**src/tbp_pkg.sv**
```systemverilog
// Shared types, constants and helper functions of the tournament branch predictor.
`default_nettype none
package tbp_pkg;

  // Command codes of an input word
  localparam logic CMD_PREDICT = 1'b0;
  localparam logic CMD_TRAIN   = 1'b1;

  // Counter values after reset
  localparam logic [1:0] CTR_INIT_PRED   = 2'd2;
  localparam logic [1:0] CTR_INIT_CHOOSE = 2'd1;
  localparam logic [1:0] CTR_MAX         = 2'd3;
  localparam logic [1:0] CTR_MIN         = 2'd0;

  typedef struct packed {
    logic        command;
    logic [31:0] pc;
    logic        outcome;
  } req_t;

  typedef struct packed {
    logic prediction;
    logic chose_global;
  } rsp_t;

  // Controller to datapath commands
  typedef struct packed {
    logic clear;        // write reset values at the sweep address
    logic capture;      // latch the incoming word
    logic read_first;   // read history, chooser and gshare tables
    logic read_second;  // read the local counter picked by the history
    logic evaluate;     // form the result and write back on train
  } ctl_t;

  // Datapath to controller status
  typedef struct packed {
    logic clear_last;
  } sts_t;

  // Saturating step of a 2-bit counter toward the given direction
  function automatic logic [1:0] sat_toward(input logic [1:0] c, input logic taken);
    logic [1:0] r;
    if (taken) begin
      r = (c == CTR_MAX) ? CTR_MAX : c + 2'd1;
    end else begin
      r = (c == CTR_MIN) ? CTR_MIN : c - 2'd1;
    end
    return r;
  endfunction

endpackage
`default_nettype wire

```
**src/tbp_ctrl.sv**
```systemverilog
// Controller state machine: clearing sweep, two read steps and write-back.
`default_nettype none
module tbp_ctrl import tbp_pkg::*; (
  input  wire logic clk,
  input  wire logic rst,
  input  wire logic start,
  input  wire sts_t sts,
  output ctl_t      ctl,
  output logic      busy,
  output logic      done
);

  typedef enum logic [2:0] {
    S_CLEAR,
    S_IDLE,
    S_READ1,
    S_READ2,
    S_EVAL
  } state_t;

  state_t state;
  state_t state_next;
  logic   accept;

  assign accept = start && !busy;

  // Next state
  always_comb begin
    case (state)
      S_CLEAR: state_next = sts.clear_last ? S_IDLE : S_CLEAR;
      S_IDLE:  state_next = accept ? S_READ1 : S_IDLE;
      S_READ1: state_next = S_READ2;
      S_READ2: state_next = S_EVAL;
      S_EVAL:  state_next = S_IDLE;
      default: state_next = S_IDLE;
    endcase
  end

  // Decode datapath commands
  always_comb begin
    ctl.clear       = (state == S_CLEAR);
    ctl.capture     = (state == S_IDLE) && accept;
    ctl.read_first  = (state == S_READ1);
    ctl.read_second = (state == S_READ2);
    ctl.evaluate    = (state == S_EVAL);
  end

  // Hold state, busy and the result strobe
  always_ff @(posedge clk) begin
    if (rst) begin
      state <= S_CLEAR;
      busy  <= 1'b1;
      done  <= 1'b0;
    end else begin
      state <= state_next;
      busy  <= (state_next != S_IDLE);
      done  <= (state == S_EVAL);
    end
  end

endmodule
`default_nettype wire

```
**config.mk**
```make
export PLATFORM = sky130hd
export DESIGN_NAME = tbp_ctrl
export DESIGN_NICKNAME = d
export VERILOG_FILES = /design/src/tbp_pkg.sv /design/src/tbp_ctrl.sv
export SDC_FILE = /design/constraint.sdc
export NUM_CORES = 1
export LEC_CHECK = 0
export ABC_AREA = 0
export BUFFER_PORTS_ARGS = -buffer_cell sky130_fd_sc_hd__buf_2
export CORE_AREA = 10 10 47 49
export CTS_BUF_LIST = sky130_fd_sc_hd__clkbuf_8
export DETAILED_ROUTE_END_ITERATION = 10
export DIE_AREA = 0 0 57 59
export GPL_ROUTABILITY_DRIVEN = 0
export HOLD_SLACK_MARGIN = 0.08
export PLACE_DENSITY_LB_ADDON = 0.08
export SYNTH_ARGS = -nofsm -noshare
export SYNTH_HDL_FRONTEND = slang
export SYNTH_SLANG_ARGS = --single-unit
```
**constraint.sdc**
```tcl
create_clock -name clk -period 1.65 [get_ports clk]
set_clock_uncertainty 0.2 [all_clocks]
set_input_delay 0.165 -clock clk [delete_from_list [all_inputs] [get_ports clk]]
set_output_delay 0.165 -clock clk [all_outputs]
set_load 0.05 [all_outputs]
```
==> summary.md, run 1 <==
| Metric | Value |
|---|---|
| Status | completed |
| IO buf count | 10 |
| Tot Pwr | 0.421 mW |
| Crit path buffers/inverters | 2 |
| CP top delay family | buffers and inverters |
| Largest net degree at the start of global routing | 11 |
| # diodes | 0 |
| Worst hold path type | in2reg |
| Crit path max fanout | 6 |
| Sequential share of the synthesized area | 40.6% |
| Arrival time at the worst endpoint | 1160 ps |
| Ys Warns | 0 |
| # setup viols final | 0 |
| Wirelength per Cell | 11.8 um |
| CTS tree | done |
| Cell Area, Synth | 246 um^2 |
| WS Path Type | reg2out |
| Busiest grt layer | met2 |
| Post-Synthesis Cells | 25 |
| DIE AREA | 0.00336 mm^2 |
| Vias in the first global route | 270 |
| Initial Utilization | 17.6% |
| DR pass1 iterations | 3 |
| Layout fillers | 158 |
| Met3 GRT Util | 3.22% |
| Fin nets | 46 |
| Clock net sink count | 5 |
| Min Hold Slack | 95.5 ps |
| CTS clock-pin slew for the worst setup and hold paths | 40 ps |
| Setup TNS | 0 ps |
| Max_cap viols | 0 |
| I/O pin total | 11 |
| Worst slew margin | 82.9% |
| Max incr delay on CP | 350 ps |
| CTS Buffer Depth | 2 |
| Via count | 237 |
| Die X | 57 um |
| Fmax | 0.656 GHz |
| Non-filler cells, final | 57 |
| Slowest-stage cell, CP | dfxtp_2 |
| Library cells used by synthesis | 16 |
| Final WL | 672 um |
| All-Layer GR Usage | 4.63% |
| GR Layer Usage met1 | 4.88% |
| Routed Antenna Nets | 0 |
| Global-route wire length before repair | 1.17 mm |
| Congestion Overflow GR | 0 |
| #FFs+latches synth | 5 |
| CTS H-tree depth | 1 |
| Postcts setup bufs | 0 |
| Critical Path Source Type | register |
| DP HPWL | 539 um |
| Worst-Margin Slew | 259 ps |
| Site Rows | 14 |
| Die Ht | 59 um |
| Vias/cell | 4.16 |
| Share of cells above drive strength 1 | 58.5% |
| Final Hold Fails | 0 |
| P per Cell Area | 1050 mW/mm^2 |
| Grt met2 use | 6.51% |
| Design area | 403 um^2 |
| Antenna violations before repair | 0 |
| Skew-Pair Late Insertion Delay | 220 ps |
| Clock period minus worst slack | 1520 ps |
| # DRC | 0 |
| DR iter-0 viols | 4 |
| Syn nets | 29 |
| Period utilization | 92.4% |
| Root buf cell | clkbuf_8 |
| Slew Limit Fails | 0 |
| Mean Syn Cell Area | 9.86 um^2 |
| Critical Path RT | 1280 ps |
| CP endpoint kind | output port |
| Core area | 0.00140 mm^2 |
| Leak pwr | 0.208 nW |
| Cells after DPL | 51 |
| Area post-placement | 335 um^2 |
| RSZ-0062 raised after global routing | no |
| Peak supply drop | 0.282 mV |
| Synth-to-layout area growth | 63.5% |
| TritonCTS Buffers | 3 |
| Crit path cell chain | buf_4 > nor3b_2 > buf_2 |
[Yosys cell counts]
| library cell | count | area share (%) |
|---|---|---|
| nor2_1 | 1 | 1.5 |
| nor3_2 | 1 | 4.1 |
| nor3_1 | 4 | 8.1 |
| a2bb2oi_1 | 1 | 3.6 |
| buf_2 | 1 | 2.0 |
| a21o_1 | 1 | 3.0 |
| nor3b_1 | 1 | 3.0 |
| dfxtp_1 | 5 | 41 |
| nor2b_1 | 1 | 2.5 |
| inv_1 | 2 | 3.0 |
| mux2_2 | 1 | 4.6 |
| and3_1 | 1 | 2.5 |
| a311oi_1 | 1 | 3.6 |
| nand3b_4 | 1 | 8.1 |
| nor4_1 | 2 | 5.1 |
| buf_6 | 1 | 4.6 |
[per-stage QoR]
step / util (%) / setup WS [ps]
floorplan: - / -35.8
global placement: 23.9 / 272
detailed placement: 23.9 / 237
CTS: 28.6 / 3.33
global route: 28.7 / 55.6
finish: 28.7 / 125
[per-layer routing]
metal	vias to the layer above	share of wire (%)
li1	121	-
met1	109	47
met2	7	45
met3	0	8.2
met4	0	0
met5	-	0
[cell type report]
type,count,area (um^2),share of cell area (%)
flip-flops and latches,5,103,25.5
multi-input cells,16,143,35.4
repair buffers,14,85.1,21.1
inverters,2,7.51,1.86
clock inverters,1,3.75,0.932
clock buffers,3,41.3,10.2
well taps,16,20.0,4.97
[placed cells by master, fill, tap and decap left out]
cell type       n
a311oi_1        1
buf_2          10
nand3b_4        1
inv_1           3
nor4_1          2
dlygate4sd3_1   2
dfxtp_1         3
nor3b_2         1
nor2_1          1
a21o_1          1
nor3_2          4
dfxtp_2         2
and3_1          1
buf_4           2
nor3_1          1
a2bb2oi_1       1
nor2b_1         1
clkbuf_8        3
mux2_2          1
[final timing paths]
path | slack (ps) | to | startpoint | cells past startpoint
setup / recovery | 130 | ctl[2] | state[0]$_SDFF_PP0_ | 3
hold / removal | 100 | state[0]$_SDFF_PP0_ | start | 3
setup reg to reg | 170 | busy$_SDFF_PP1_ | state[0]$_SDFF_PP0_ | 3
hold reg to reg | 310 | done$_SDFF_PP0_ | state[0]$_SDFF_PP0_ | 1
[tightest hold or removal path: cells and delay by family]
kind / cells / cell delay, ps
AO/OA/AOI/OAI: 2 / 190
buffers and inverters: 1 / 110
[state kept, by name, summed over array words and instances, names as in the netlist]
register,cells
busy,1
state,3
done,1
[repair_timing]
action / 4_1_cts / 5_1_grt
resized for setup: 0 / 2
hold buffers: 2 / 0
hold endpoints to repair: 5 / 0
endpoints found under the setup margin: 0 / 3
[cell families (layout without fill, tap and decap cells)]
kind of cell / after synthesis / in the layout / share of synthesized area [%]
buffers and inverters: 4 / 20 / 9.64
AO/OA/AOI/OAI: 3 / 3 / 10.2
flip-flops: 5 / 5 / 40.6
multiplexers: 1 / 1 / 4.57
AND/OR/NAND/NOR: 12 / 12 / 35.0
[power breakdown]
part / internal [mW] / switching (mW)
Combinational: 0.0245 / 0.0422
Clock: 0.159 / 0.0586
Sequential: 0.128 / 0.00850
Power figures use the tool's default switching activity.
==> inputs of run 2 (changes only) <==
==> constraint.sdc (replaced) <==
create_clock -name clk -period 1.2 [get_ports clk]
set_clock_uncertainty 0.2 [all_clocks]
set_input_delay 0.12 -clock clk [delete_from_list [all_inputs] [get_ports clk]]
set_output_delay 0.12 -clock clk [all_outputs]
set_load 0.05 [all_outputs]
==> run 2 against run 1 <==
  * The run now ends with setup timing left
  * Non-clock buffer count grew 7
  * Largest cell class unchanged
  * Sequential share of layout area down 6.1 points
  * Critical path type unchanged
  * Design area grew 47%
  * Clock power up 40%
  * Via count increased by 17%
  * Die area unchanged
==> summary.md, run 2 (same netlist as run 1, synthesis figures left out) <==
| Metric | Value |
|---|---|
| Status | finished with violations |
| Failing checks | setup timing |
| Leak pwr | 0.260 nW (+25%) |
| Wirelength per Cell | 13.3 um (+12%) |
| CTS H-tree depth | 1 (unchanged) |
| CP endpoint kind | output port |
| Most common cell after layout, fill and taps aside | buf_6 |
| IO buf count | 10 (unchanged) |
| Root buf cell | clkbuf_8 |
| Metal1 wirelength | 341 um (+8.9%) |
| Final WL | 848 um (+26%) |
| Design area | 593 um^2 (+47%) |
| DR iter-0 viols | 2 (-2) |
| Fin nets | 53 (+15%) |
| Slowest-stage cell, CP | dfxtp_4 |
| Vias/cell | 4.33 (+4.1%) |
| Die Ht | 59 um (unchanged) |
| Non-filler cells, final | 64 (+12%) |
| Skew-Pair Late Insertion Delay | 220 ps (about the same) |
| Setup ws final | -177 ps (-303 ps) |
| RSZ-0062 raised after global routing | yes |
| Largest net degree at the start of global routing | 8 (-3) |
| I/O pin total | 11 (unchanged) |
| DP HPWL | 571 um (+6.0%) |
| Critical Path Source Type | register |
| Most frequent cells in the layout | buf_6, buf_4, dfxtp_4, buf_2 |
| Die X | 57 um (unchanged) |
| Top sig layer | met4 |
| Crit path max fanout | 4 (-2) |
| Fmax | 0.726 GHz |
| WS Path Type | reg2out |
| Crit path cell chain | buf_6 > nor3b_4 > buf_6 |
| Vias in the first global route | 345 (+28%) |
| DR pass1 iterations | 3 (unchanged) |
| Reg2Reg Setup Slack | -170 ps (-340 ps) |
| Worst slew margin | 83.6% (+0.69 points) |
| Share of cells above drive strength 1 | 81.3% (+23 points) |
| Cells after DPL | 57 (+12%) |
| Site Rows | 14 (unchanged) |
| Congestion Overflow GR | 0 (unchanged) |
| CTS clock-pin slew for the worst setup and hold paths | 40 ps (about the same) |
| DIE AREA | 0.00336 mm^2 (unchanged) |
| Period utilization | 115% |
| CP top delay family | flip-flops |
| Met2 Routed Length | 443 um (+47%) |
| Most flops, register | state |
| # hold bufs at CTS | 1 (-1) |
| Critical Path RT | 880 ps (-400 ps) |
| Clock net sink count | 5 (unchanged) |
| Max reg flops | 3 (unchanged) |
| Crit-path most repeated cell | buf_6 |
| Largest regs | state: 3 flops, busy: 1 flops, done: 1 flops |
| Area post-placement | 419 um^2 (+25%) |
| Core area | 0.00140 mm^2 (unchanged) |
| Synth-to-layout area growth | 141% |
| Max incr delay on CP | 360 ps (about the same) |
| Slew Limit Fails | 0 (unchanged) |
| Initial Utilization | 17.6% (unchanged) |
| # diodes | 0 (unchanged) |
| Worst hold path type | in2reg |
| Met3 WL | 54 um (-1.8%) |
| All-Layer GR Usage | 6.26% (+1.6 points) |
| TritonCTS Buffers | 3 (unchanged) |
| Arrival time at the worst endpoint | 1060 ps (-100 ps) |
| # setup viols final | 7 (+7) |
| Setup TNS | -995 ps (-995 ps) |
| Worst-Margin Slew | 245 ps (-13.8 ps) |
| P per Cell Area | 1070 mW/mm^2 (+2.5%) |
| Routed Antenna Nets | 0 (unchanged) |
| Crit path buffers/inverters | 2 (unchanged) |
| Via count | 277 (+17%) |
| # DRC | 0 (unchanged) |
| Final Hold Fails | 0 (unchanged) |
| Clock period minus worst slack | 1380 ps |
| Peak supply drop | 0.577 mV (+100%) |
| Layout fillers | 149 (-5.7%) |
| CTS Buffer Depth | 2 (unchanged) |
| Max_cap viols | 0 (unchanged) |
| Antenna violations before repair | 0 (unchanged) |
| Global-route wire length before repair | 1.57 mm (+34%) |
| CTS tree | done |
[run 2: worst paths after layout]
check                              to  cells past startpoint           startpoint
setup / recovery               ctl[2]                      3  state[0]$_SDFF_PP0_
hold / removal        busy$_SDFF_PP1_                      3                start
setup reg to reg  state[0]$_SDFF_PP0_                      4  state[1]$_SDFF_PP0_
hold reg to reg       busy$_SDFF_PP1_                      2  state[0]$_SDFF_PP0_
[run 2: what timing repair did]
| action | in CTS | in global routing |
|---|---|---|
| endpoints found under the setup margin | 6 | 8 |
| resized for setup | 25 | 2 |
| hold endpoints to repair | 5 | 2 |
| setup buffers | 2 | 0 |
| pin swaps | 5 | 2 |
[run 2: cell type report]
| class | instances | area [um^2] | share of cell area [%] |
|---|---|---|---|
| clock buffer | 3 | 41.3 | 6.96 |
| clock inverter | 1 | 3.75 | 0.633 |
| inverter | 2 | 10.0 | 1.69 |
| multi-input combinational | 16 | 208 | 35.0 |
| sequential | 5 | 115 | 19.4 |
| tap | 16 | 20.0 | 3.38 |
| timing repair buffer | 21 | 195 | 32.9 |
[run 2: layer usage]
layer	GRT usage, %	up-vias
li1	-	138
met1	5.80	128
met2	10.1	9
met3	3.43	2
met4	5.03	0
met5	0	-
[run 2: stage by stage]
stage / power, mW / utilization, % / worst slack [ps] / hold WS (ps)
after floorplan: 0.266 / - / -155 / -18.1
after global placement: 0.300 / 29.9 / -71.1 / 164
after detailed placement: 0.300 / 29.9 / -98.3 / 171
after CTS: 0.634 / 41.1 / -183 / 17.5
after global routing: 0.673 / 42.3 / -231 / 22.4
final: 0.636 / 42.3 / -177 / 14.7
[run 2: power breakdown]
part / internal (mW) / switching, mW
Sequential: 0.172 / 0.0115
Clock: 0.220 / 0.0853
Combinational: 0.0683 / 0.0794
[run 2: worst reg2reg max path: stages (launching register included)]
cell	delay, ps
dfxtp_4	370
buf_4	150
buf_4	150
a21o_1	160
a311oi_1	240
